**config.mk**
```make
export PLATFORM = sky130hd
export DESIGN_NAME = pci_bar_size_and_assign_flat
export DESIGN_NICKNAME = d
export VERILOG_FILES = /design/src/rtl/core/pbsa_pkg.sv /design/src/rtl/core/pbsa_stream_if.sv /design/src/rtl/core/pci_bar_size_and_assign.sv /design/src/flat_wrapper.sv
export SDC_FILE = /design/constraint.sdc
export NUM_CORES = 1
export LEC_CHECK = 0
export ABC_AREA = 0
export BUFFER_PORTS_ARGS = -buffer_cell sky130_fd_sc_hd__buf_2
export CAP_MARGIN = 20
export CORE_MARGIN = 4
export CORE_UTILIZATION = 45
export CTS_CLUSTER_DIAMETER = 40
export DETAILED_ROUTE_END_ITERATION = 8
export SETUP_SLACK_MARGIN = 0.3
export SLEW_MARGIN = 20
export SYNTH_ARGS = -nofsm -noshare
export SYNTH_HDL_FRONTEND = slang
export SYNTH_SLANG_ARGS = --single-unit
```
**constraint.sdc**
```tcl
create_clock -name clk -period 6.2 [get_ports clk]
set_input_delay 0 -clock clk [delete_from_list [all_inputs] [get_ports clk]]
set_output_delay 0 -clock clk [all_outputs]
set_load 0.02 [all_outputs]
```
**src/rtl/core/pbsa_pkg.sv**
```systemverilog
`timescale 1ns / 1ps

package pbsa_pkg;

    typedef enum logic [1:0] {
        CMD_BUS_START    = 2'd0,
        CMD_DEVICE_START = 2'd1,
        CMD_BAR_PROBE    = 2'd2,
        CMD_DEVICE_END   = 2'd3
    } command_t;

    typedef enum logic [1:0] {
        STATUS_OK      = 2'd0,
        STATUS_EMPTY   = 2'd1,
        STATUS_WIDE    = 2'd2,
        STATUS_SKIPPED = 2'd3
    } status_t;

    // Configuration register indexes
    localparam logic [1:0] REG_IO_WINDOW_BASE    = 2'd0;
    localparam logic [1:0] REG_MEM_WINDOW_BASE   = 2'd1;
    localparam logic [1:0] REG_IO_FIRST_ADDRESS  = 2'd2;
    localparam logic [1:0] REG_MEM_FIRST_ADDRESS = 2'd3;

    localparam logic TARGET_BAR     = 1'b0;
    localparam logic TARGET_COMMAND = 1'b1;

    // Reset values
    localparam logic [31:0] IO_WINDOW_BASE_RST    = 32'hfe80_0000;
    localparam logic [31:0] MEM_WINDOW_BASE_RST   = 32'hf000_0000;
    localparam logic [31:0] IO_FIRST_ADDRESS_RST  = 32'h0001_0000;
    localparam logic [31:0] MEM_FIRST_ADDRESS_RST = 32'h0200_0000;

    // Command register bits
    localparam logic [15:0] CMDW_IO     = 16'h0001;
    localparam logic [15:0] CMDW_MEM    = 16'h0002;
    localparam logic [15:0] CMDW_MASTER = 16'h0004;

    localparam logic [31:0] IO_MIN_ALIGN  = 32'h0000_0400;
    localparam logic [31:0] MEM_MIN_ALIGN = 32'h0000_1000;
    localparam logic [31:0] BUS_ALIGN     = 32'h0000_1000;
    localparam logic [31:0] IO_BAR_MASK   = 32'h00ff_ffff;

    typedef struct packed {
        command_t    command;
        logic [31:0] probe_value;
        logic [15:0] device_command_word;
        logic        already_configured;
        logic        is_vga_display;
    } in_item_t;

    typedef struct packed {
        logic        write_valid;
        logic        write_target;
        logic [31:0] write_value;
        logic [31:0] resource_start;
        logic        resource_valid;
        status_t     status;
    } out_item_t;

endpackage

```
**src/rtl/core/pbsa_stream_if.sv**
```systemverilog
`timescale 1ns / 1ps

interface pbsa_stream_if #(
    parameter type payload_t = logic
);
    logic     valid;
    logic     ready;
    payload_t payload;

    modport source (output valid, output payload, input ready);
    modport sink   (input valid, input payload, output ready);
endinterface

```
**src/rtl/core/pci_bar_size_and_assign.sv**
```systemverilog
`timescale 1ns / 1ps
// PCI BAR sizing and bump allocation.
// in_ch carries one enumeration event per transfer: bus start, device start,
// BAR probe (the read-back after writing all ones) or device finish.
// out_ch returns exactly one result per event: an optional config write
// (to the BAR or to the command register), the host address assigned to
// the BAR and a status code.
// The config port (cfg_we, cfg_index, cfg_wdata) sets the host I/O and
// memory window bases; write it only while the block is idle. The first
// address registers only define the reset value of the allocation pointers.
// A result is registered and appears on out_ch in the cycle after its input
// transfer. Throughput: one event per cycle while out_ch is ready. The sizing,
// align-up and pointer add are one combinational pass from the held pointers
// into the output register. When out_ch stalls, the output register holds
// its result and in_ch drops ready; a new transfer is taken in the same cycle
// the held result leaves. Reset clears the pending result, loads the pointers
// with their first addresses, clears the command word and the skip flags, and
// restores the window bases to their defaults.
module pci_bar_size_and_assign (
    input  logic        clk,
    input  logic        rst_n,
    input  logic        cfg_we,
    input  logic [1:0]  cfg_index,
    input  logic [31:0] cfg_wdata,
    pbsa_stream_if.sink   in_ch,
    pbsa_stream_if.source out_ch
);

    // Configuration
    logic [31:0] io_base_reg;
    logic [31:0] mem_base_reg;

    // Allocation state
    logic [31:0] io_ptr_reg, io_ptr_next;
    logic [31:0] mem_ptr_reg, mem_ptr_next;
    logic [15:0] cmd_accum_reg, cmd_accum_next;
    logic        dev_skip_reg, dev_skip_next;
    logic        slot_skip_reg, slot_skip_next;

    // Output register
    logic                 out_valid_reg;
    pbsa_pkg::out_item_t  out_item_reg, out_item_next;

    logic                in_fire;
    pbsa_pkg::in_item_t  item;

    // Probe sizing
    logic [31:0] io_bar, io_size, io_align, io_addr, io_host;
    logic [31:0] mem_bar, mem_size, mem_align, mem_addr, mem_host;
    logic [31:0] io_bus_aligned, mem_bus_aligned;

    assign item      = in_ch.payload;
    assign in_ch.ready = !out_valid_reg || out_ch.ready;
    assign in_fire   = in_ch.valid && in_ch.ready;

    assign out_ch.valid   = out_valid_reg;
    assign out_ch.payload = out_item_reg;

    // Config writes; first-address writes have no effect after reset
    always_ff @(posedge clk or negedge rst_n)
    begin
        if (!rst_n)
        begin
            io_base_reg  <= pbsa_pkg::IO_WINDOW_BASE_RST;
            mem_base_reg <= pbsa_pkg::MEM_WINDOW_BASE_RST;
        end
        else if (cfg_we)
        begin
            unique case (cfg_index)
                pbsa_pkg::REG_IO_WINDOW_BASE:    io_base_reg  <= cfg_wdata;
                pbsa_pkg::REG_MEM_WINDOW_BASE:   mem_base_reg <= cfg_wdata;
                pbsa_pkg::REG_IO_FIRST_ADDRESS,
                pbsa_pkg::REG_MEM_FIRST_ADDRESS: ;
                default: ;
            endcase
        end
    end

    // Sizing: drop the flag bits, take the lowest set bit, align up
    always_comb
    begin
        io_bar   = item.probe_value & ~32'h3;
        io_size  = io_bar & (32'd0 - io_bar);
        io_align = (io_size > pbsa_pkg::IO_MIN_ALIGN) ? io_size : pbsa_pkg::IO_MIN_ALIGN;
        io_addr  = (io_ptr_reg + (io_align - 32'd1)) & ~(io_align - 32'd1);
        io_host  = io_base_reg + io_addr;

        mem_bar   = item.probe_value & ~32'hf;
        mem_size  = mem_bar & (32'd0 - mem_bar);
        mem_align = (mem_size > pbsa_pkg::MEM_MIN_ALIGN) ? mem_size
                                                          : pbsa_pkg::MEM_MIN_ALIGN;
        mem_addr  = (mem_ptr_reg + (mem_align - 32'd1)) & ~(mem_align - 32'd1);
        mem_host  = mem_base_reg + mem_addr;

        io_bus_aligned  = (io_ptr_reg + (pbsa_pkg::BUS_ALIGN - 32'd1))
                          & ~(pbsa_pkg::BUS_ALIGN - 32'd1);
        mem_bus_aligned = (mem_ptr_reg + (pbsa_pkg::BUS_ALIGN - 32'd1))
                          & ~(pbsa_pkg::BUS_ALIGN - 32'd1);
    end

    // Event decode
    always_comb
    begin
        io_ptr_next    = io_ptr_reg;
        mem_ptr_next   = mem_ptr_reg;
        cmd_accum_next = cmd_accum_reg;
        dev_skip_next  = dev_skip_reg;
        slot_skip_next = slot_skip_reg;

        out_item_next                = '0;
        out_item_next.write_target   = pbsa_pkg::TARGET_BAR;
        out_item_next.status         = pbsa_pkg::STATUS_OK;

        unique case (item.command)
            pbsa_pkg::CMD_BUS_START:
            begin
                io_ptr_next  = io_bus_aligned;
                mem_ptr_next = mem_bus_aligned;
            end
            pbsa_pkg::CMD_DEVICE_START:
            begin
                cmd_accum_next = item.device_command_word;
                dev_skip_next  = item.already_configured;
                slot_skip_next = 1'b0;
            end
            pbsa_pkg::CMD_BAR_PROBE:
            begin
                if (dev_skip_reg)
                begin
                    out_item_next.status = pbsa_pkg::STATUS_SKIPPED;
                end
                else if (slot_skip_reg)
                begin
                    slot_skip_next       = 1'b0;
                    out_item_next.status = pbsa_pkg::STATUS_SKIPPED;
                end
                else if (item.probe_value == 32'd0)
                begin
                    out_item_next.resource_valid = 1'b1;
                    out_item_next.status         = pbsa_pkg::STATUS_EMPTY;
                end
                else if (item.probe_value[0])
                begin
                    cmd_accum_next               = cmd_accum_reg | pbsa_pkg::CMDW_IO;
                    io_ptr_next                  = io_addr + io_size;
                    out_item_next.write_valid    = 1'b1;
                    out_item_next.write_value    = (io_host & pbsa_pkg::IO_BAR_MASK)
                                                   | 32'd1;
                    out_item_next.resource_start = io_host | 32'd1;
                    out_item_next.resource_valid = 1'b1;
                end
                else
                begin
                    cmd_accum_next = cmd_accum_reg | pbsa_pkg::CMDW_MEM;
                    if (item.probe_value[2:1] == 2'b10)
                    begin
                        // 64-bit BAR: ignore it and the upper-half slot
                        slot_skip_next       = 1'b1;
                        out_item_next.status = pbsa_pkg::STATUS_WIDE;
                    end
                    else
                    begin
                        mem_ptr_next                 = mem_addr + mem_size;
                        out_item_next.write_valid    = 1'b1;
                        out_item_next.write_value    = mem_host;
                        out_item_next.resource_start = mem_host;
                        out_item_next.resource_valid = 1'b1;
                    end
                end
            end
            pbsa_pkg::CMD_DEVICE_END:
            begin
                if (dev_skip_reg)
                begin
                    out_item_next.status = pbsa_pkg::STATUS_SKIPPED;
                end
                else
                begin
                    out_item_next.write_valid  = 1'b1;
                    out_item_next.write_target = pbsa_pkg::TARGET_COMMAND;
                    out_item_next.write_value  = {16'd0, cmd_accum_reg
                        | pbsa_pkg::CMDW_MASTER
                        | (item.is_vga_display ? pbsa_pkg::CMDW_IO : 16'd0)};
                end
            end
            default: ;
        endcase
    end

    // Advance state on each input transfer
    always_ff @(posedge clk or negedge rst_n)
    begin
        if (!rst_n)
        begin
            io_ptr_reg    <= pbsa_pkg::IO_FIRST_ADDRESS_RST;
            mem_ptr_reg   <= pbsa_pkg::MEM_FIRST_ADDRESS_RST;
            cmd_accum_reg <= '0;
            dev_skip_reg  <= 1'b0;
            slot_skip_reg <= 1'b0;
        end
        else if (in_fire)
        begin
            io_ptr_reg    <= io_ptr_next;
            mem_ptr_reg   <= mem_ptr_next;
            cmd_accum_reg <= cmd_accum_next;
            dev_skip_reg  <= dev_skip_next;
            slot_skip_reg <= slot_skip_next;
        end
    end

    // Output register: load on transfer in, drop when taken
    always_ff @(posedge clk or negedge rst_n)
    begin
        if (!rst_n)
        begin
            out_valid_reg <= 1'b0;
        end
        else if (in_fire)
        begin
            out_valid_reg <= 1'b1;
        end
        else if (out_ch.ready)
        begin
            out_valid_reg <= 1'b0;
        end
    end

    always_ff @(posedge clk)
    begin
        if (in_fire)
        begin
            out_item_reg <= out_item_next;
        end
    end

    // Checks
    a_no_overwrite: assert property (@(posedge clk) disable iff (!rst_n)
        out_valid_reg && !out_ch.ready |-> !in_ch.ready)
        else $error("input taken while result is stalled");

    a_bus_align: assert property (@(posedge clk) disable iff (!rst_n)
        in_fire && item.command == pbsa_pkg::CMD_BUS_START
        |=> io_ptr_reg[11:0] == 12'd0 && mem_ptr_reg[11:0] == 12'd0)
        else $error("pointers not 4 KiB aligned after bus start");

    a_bar_write_reports: assert property (@(posedge clk) disable iff (!rst_n)
        out_valid_reg && out_item_reg.write_valid
        && out_item_reg.write_target == pbsa_pkg::TARGET_BAR
        |-> out_item_reg.resource_valid && out_item_reg.status == pbsa_pkg::STATUS_OK)
        else $error("BAR write without reported resource");

    a_idle_write_zero: assert property (@(posedge clk) disable iff (!rst_n)
        out_valid_reg && !out_item_reg.write_valid
        |-> out_item_reg.write_value == 32'd0)
        else $error("write value set without a write");

endmodule

```
**src/flat_wrapper.sv**
```systemverilog
// flat-port wrapper written by rule: the top's interface ports become plain ports
module pci_bar_size_and_assign_flat 
  (clk, rst_n, cfg_we, cfg_index, cfg_wdata, in_ch_valid, in_ch_payload, in_ch_ready, out_ch_valid, out_ch_payload, out_ch_ready);
  pbsa_stream_if #(.payload_t(pbsa_pkg::in_item_t)) in_ch_i ();
  pbsa_stream_if #(.payload_t(pbsa_pkg::out_item_t)) out_ch_i ();
  input  logic clk;
  input  logic rst_n;
  input  logic cfg_we;
  input  logic [1:0] cfg_index;
  input  logic [31:0] cfg_wdata;
  input wire logic [$bits(in_ch_i.valid)-1:0] in_ch_valid;
  input wire logic [$bits(in_ch_i.payload)-1:0] in_ch_payload;
  output wire logic [$bits(in_ch_i.ready)-1:0] in_ch_ready;
  output wire logic [$bits(out_ch_i.valid)-1:0] out_ch_valid;
  output wire logic [$bits(out_ch_i.payload)-1:0] out_ch_payload;
  input wire logic [$bits(out_ch_i.ready)-1:0] out_ch_ready;
  assign in_ch_i.valid = in_ch_valid;
  assign in_ch_i.payload = in_ch_payload;
  assign in_ch_ready = in_ch_i.ready;
  assign out_ch_valid = out_ch_i.valid;
  assign out_ch_payload = out_ch_i.payload;
  assign out_ch_i.ready = out_ch_ready;
  pci_bar_size_and_assign u_core (.clk(clk), .rst_n(rst_n), .cfg_we(cfg_we), .cfg_index(cfg_index), .cfg_wdata(cfg_wdata), .in_ch(in_ch_i), .out_ch(out_ch_i));
endmodule
```
Yosys cells after proc, flatten, opt, wreduce, memory -nomap -nowiden
Cells that the tools add are included.

cells by class
  $lt $le $gt $ge = 2
  eq/ne operators = 11
  mux-type cells = 47
  reduce and logical (&&, ||, !) cells = 20
  bitwise gates (word level) = 8
  add/subtract/negate cells = 12

operator list
  cell                                                  count
  two-way mux 32 bit                                    11
  two-way mux 65 bit                                    4
  adder 32 bit                                          6
  case mux 32 bit (2 select lines)                      3
  bitwise AND 32 bit                                    4
  adder 32 x 12 -> 32 bit, second input constant        2
  two-way mux 64 bit                                    1
  inverter 32 bit                                       2
  subtractor 1 x 32 -> 32 bit, first input constant     2
  subtractor 32 x 1 -> 32 bit, second input constant    2
  two-way mux 16 bit                                    3
  two-way mux 34 bit                                    1
  > comparator 32 x 11 -> 1 bit, second input constant  1
  > comparator 32 x 13 -> 1 bit, second input constant  1
  zero test 32 bit                                      1
  case mux 16 bit (2 select lines)                      1
  AND reduction 6 bit                                   3
  bitwise OR 16 bit                                     1
  two-way mux 1 bit                                     13
  two-way mux 2 bit                                     6
  != test 2 bit, second input constant                  6
  AND reduction 7 bit                                   1
  == test 2 bit, second input constant                  3
  AND reduction 2 bit                                   3
  other kinds (13)                                      19

storage, ports and cells
  output and inout port bits = 71
  register bits after elaboration = 216
  bits of input ports = 91

Depth between registers and ports, before layout
  word-level depth = 14
  gate-level depth with buffers = 34
  mapped depth without buffers = 33

Worst setup path after synthesis
No wires, ideal clock.

  path type = in2reg
  from = in in_ch_payload[25]
  to = reg u_core.io_ptr_reg[31]
  stages = 32
  slack = 271 ps
  arrival time = 5,787 ps
  required time = 6,058 ps
  library setup time = 142 ps
  cell sequence = nor4_4 nand3_2 buf_6 nor3_4 a311oi_4 nor3_1 nor2_1 nor2_1 nand2_1 xnor2_1 ha_1 nand3_1 a211oi_1 a211oi_1 nand2b_1 a21oi_1 o21bai_1 a21oi_1 o21bai_1 a21oi_1 xor2_1 nor2_1 ha_1 a21o_1 a211oi_1 o21ai_0 a221oi_1 o2111ai_1 a21o_1 a21oi_1 xnor2_1 o221ai_1

on the way
  longest elaborated chain between the ends = 13
  elaborated cells between the ends (all ways) = 17

RTL lines
  item                                                    line                            source
  from (decl)                                             flat_wrapper.sv:12              input wire logic [$bits(in_ch_i.payload)-1:0] in_ch_payload;
  subtractor 1 x 32 -> 32 bit                             pci_bar_size_and_assign.sv:83   io_size = io_bar & (32'd0 - io_bar);
  bitwise AND 32 bit                                      pci_bar_size_and_assign.sv:83
  > comparator 32 x 11 -> 1 bit                           pci_bar_size_and_assign.sv:84   io_align = (io_size > pbsa_pkg::IO_MIN_ALIGN) ? io_size : pbsa_pkg::IO_MIN_ALIGN;
  two-way mux 32 bit                                      pci_bar_size_and_assign.sv:84
  subtractor 32 x 1 -> 32 bit                             pci_bar_size_and_assign.sv:85   io_addr = (io_ptr_reg + (io_align - 32'd1)) & ~(io_align - 32'd1);
  adder 32 bit / inverter 32 bit (equally long branches)  pci_bar_size_and_assign.sv:85
  bitwise AND 32 bit                                      pci_bar_size_and_assign.sv:85
  adder 32 bit                                            pci_bar_size_and_assign.sv:145  io_ptr_next = io_addr + io_size;
  two-way mux 32 bit                                      pci_bar_size_and_assign.sv:142  else if (item.probe_value[0])
  two-way mux 32 bit                                      pci_bar_size_and_assign.sv:137  else if (item.probe_value == 32'd0)
  two-way mux 32 bit                                      pci_bar_size_and_assign.sv:132  else if (slot_skip_reg)
  two-way mux 32 bit                                      pci_bar_size_and_assign.sv:128  if (dev_skip_reg)
  case mux 32 bit (2 select lines)                        pci_bar_size_and_assign.sv:114  unique case (item.command)
  to (signal assigned)                                    pci_bar_size_and_assign.sv:195  io_ptr_reg <= pbsa_pkg::IO_FIRST_ADDRESS_RST;
  to (signal assigned)                                    pci_bar_size_and_assign.sv:203  io_ptr_reg <= io_ptr_next;
  to (decl)                                               pci_bar_size_and_assign.sv:34   logic [31:0] io_ptr_reg, io_ptr_next;

Parallel ways exist; a longest one is shown, timed or not. The select of a mux whose other input is x is not followed.
A chain may end at the register's enable or synchronous reset.

Final worst setup path
  from = in in_ch_payload[35]
  to = reg u_core.mem_ptr_reg[27]

on the way
  longest elaborated chain between the ends = 14
  elaborated cells between the ends (all ways) = 18

RTL lines
  item                                                    line                            source
  subtractor 1 x 32 -> 32 bit                             pci_bar_size_and_assign.sv:89   mem_size = mem_bar & (32'd0 - mem_bar);
  bitwise AND 32 bit                                      pci_bar_size_and_assign.sv:89
  > comparator 32 x 13 -> 1 bit                           pci_bar_size_and_assign.sv:90   mem_align = (mem_size > pbsa_pkg::MEM_MIN_ALIGN) ? mem_size
  two-way mux 32 bit                                      pci_bar_size_and_assign.sv:90
  subtractor 32 x 1 -> 32 bit                             pci_bar_size_and_assign.sv:92   mem_addr = (mem_ptr_reg + (mem_align - 32'd1)) & ~(mem_align - 32'd1);
  adder 32 bit / inverter 32 bit (equally long branches)  pci_bar_size_and_assign.sv:92
  bitwise AND 32 bit                                      pci_bar_size_and_assign.sv:92
  adder 32 bit                                            pci_bar_size_and_assign.sv:163  mem_ptr_next = mem_addr + mem_size;
  two-way mux 32 bit                                      pci_bar_size_and_assign.sv:155  if (item.probe_value[2:1] == 2'b10)
  two-way mux 32 bit                                      pci_bar_size_and_assign.sv:142
  two-way mux 32 bit                                      pci_bar_size_and_assign.sv:137
  two-way mux 32 bit                                      pci_bar_size_and_assign.sv:132
  two-way mux 32 bit                                      pci_bar_size_and_assign.sv:128
  case mux 32 bit (2 select lines)                        pci_bar_size_and_assign.sv:114
  to (signal assigned)                                    pci_bar_size_and_assign.sv:196  mem_ptr_reg <= pbsa_pkg::MEM_FIRST_ADDRESS_RST;
  to (signal assigned)                                    pci_bar_size_and_assign.sv:204  mem_ptr_reg <= mem_ptr_next;
  to (decl)                                               pci_bar_size_and_assign.sv:35   logic [31:0] mem_ptr_reg, mem_ptr_next;

Parallel ways exist; a longest one is shown, timed or not. The select of a mux whose other input is x is not followed.

==> results.toml <==
[power_and_ir_drop]
p_total_mw = 6.855
p_leak_nw = 10.85
vdd_ir_drop_max_uv = 244.4
powerDensity_nw_per_um2 = 297.9

[synthesis]
synth.avg_cell_area_um2 = 8.548
yosys_warnings = 0
netlist_area_um2 = 18240
synthArstFlopShare_pct = 66.83
synthFlopType = "dfrtp_1"
synth_common_cells = "nor2_1, a21oi_1, nand2_1"
yosys-top-cells-area = "dfrtp_1, ha_1, edfxtp_1"
synth_top_cell_by_area = "dfrtp_1"
synth_cell_types = 91
synth_top_cell_area_share_pct = 17.15
ys_seq_elements = 208
syn_inst = 2134
yosysMostFrequentCell = "nor2_1"
ys_seq_area_share_pct = 30.52
synth_edf_count = 69

[job]
drv_cap = 0

[clocking]
cts.sinks = 208
clockBufferDepth = 3
cts_tree = "built"
cts.htree.levels = 2
clock_latency_ns = 0.56
clk_pin_slew_worst_paths_ns = 0.06
cts_root_buf = "clkbuf_16"
cts_buffers = 38

[floorplan]
rows = 73
die_height_um = 209.3
core_area_um2 = 39910
pin_count = 162
start_util_pct = 45.70
dieArea_um2 = 43820
die_w_um = 209.3

[setup_path]
max_stage_delay_ns = 0.57
cp-end-kind = "register"
path_class = "input port to register"
worstSetupStartpointType = "input port"
cp_data_required_time_ns = 6.60
slowest_stage = "or4_4"
path_max_fanout = 4
arrival_ns = 6.13

[timing]
fin_crit_sh_pct = 92.50
skew_ns = 0.02539
setup_tns_ns = 0
drv_slew = 0
worst_pin_slew_ns = 0.9434
hold_violations = 0
rsz0062_at_grt = "no"
fin_crit_ns = 5.735
whs_ns = 0.03765
slew_headroom_pct = 35.48
setup_violations = 0
max_freq_mhz = 174.4

[finish]
nFillCells = 3509
design_area_um2 = 23010
fin_nets = 2787
largest_reg_flops = 69
drive_gt1_share_pct = 21.52
area.sequential_um2 = 5568
multi_input_comb_area_um2 = 12440
syn2layout_area_growth_pct = 26.15

[drt]
routed_wl_um = 59770
vias = 17600
routed_via_density = 5.721
drt-initial-drc-count = 1069
drc_errors = 0
wire_per_inst_um = 19.42
first_pass_iters = 5
ant_nets = 0

[placement]
place_area_um2 = 20850
hpwl_um = 46790
portBuffers = 160
place.gp.congestion = 0.9471

[status]
status = "completed"

[grt]
grt_pass1_wl_um = 92120
grt_overflow = 0
track_usage_pct = 26.25
grt_max_degree = 77
grt_antenna_before_repair = 4
grt_pass1_vias = 16960

[worst_hold_path]
hp-class = "input port to register"
critical path: cells and delay by family:
| family | cells | cell delay, ns |
|---|---|---|
| buf+inv | 5 | 0.76 |
| compound gates | 12 | 2.43 |
| fa+ha+maj | 2 | 0.55 |
| xor+xnor | 2 | 0.37 |
| simple gates | 10 | 2.04 |
cell usage in the layout (no fill, tap or decap), types with 34 or more instances in the layout:
cell,Yosys,final
nor3_1,54,51
ha_1,169,167
inv_1,62,61
buf_2,3,159
nor2_1,227,221
edfxtp_1,69,69
dlygate4sd3_1,0,54
xor2_1,69,69
nand2b_1,34,34
nand3_1,62,61
mux2_2,65,65
a21o_1,74,74
a21oi_1,196,191
o21ai_0,125,122
clkbuf_16,0,39
and3_1,35,35
buf_4,0,179
dfrtp_1,125,125
xnor2_1,88,85
nand2_1,187,186
power by group:
group	total, mW	internal [mW]	leakage (nW)	switching [mW]
registers	1.84	1.67	2.38	0.176
clock network	2.30	1.51	0.687	0.797
logic	2.71	1.17	7.78	1.54
area by class of cell:
class,instances,share of cell area (%)
multi-input combinational,1818,54.08
sequential,208,24.20
timing repair buffer,393,11.70
clock buffer,45,4.470
tap,525,2.855
clock inverter,25,1.686
inverter,62,1.011
antenna,1,0.01087
kinds of logic after synthesis:
kind of cell	share of synthesized area (%)
compound gates	22.29
xor+xnor	7.751
fa+ha+maj	12.25
buf+inv	2.778
flops	30.52
mux	4.287
other cells	0.04117
simple gates	20.08
per-stage QoR:
stage | std cells | util [%] | setup slack [ns]
detailed placement | 2947 | 52.24 | -0.2576
global placement | 2947 | 52.24 | -0.1387
floorplan | 2158 | - | 0.3689
CTS | 3071 | 57.15 | 0.3017
global route | 3076 | 57.64 | 0.1289
finish | 3077 | 57.65 | 0.4650
routing by layer:
| metal | GRT usage (%) | part of all wire, % |
|---|---|---|
| met1 | 37.04 | 46 |
| met2 | 41.86 | 44 |
| met3 | 3.782 | 6.3 |
| met4 | 8.258 | 3.1 |
| met5 | 0 | 0.077 |
final timing paths:
check	startpoint	endpoint	slack, ns	cells after the start
max in group asynchronous	rst_n	u_core.mem_ptr_reg[31]	4.70	3
hold / removal	in_ch_payload[51]	u_core.out_ch.payload[0]	0.04	4
hold reg to reg	u_core.cmd_accum_reg[15]	u_core.cmd_accum_reg[15]	0.49	2
setup / recovery	in_ch_payload[35]	u_core.mem_ptr_reg[27]	0.46	31
setup reg to reg	u_core.mem_ptr_reg[5]	u_core.mem_ptr_reg[27]	0.81	24
min in group asynchronous	rst_n	u_core.mem_ptr_reg[7]	0.09	2
repair_timing:
action | CTS | global route
cloned | 0 | 0
endpoints found under the setup margin | 1 | 30
hold buffers | 54 | 0
endpoints found under the hold margin | 157 | 0
buffers inserted | 0 | 5
gates resized for setup | 1 | 38
pin swaps | 0 | 13
(Power assumes the default switching activity.)
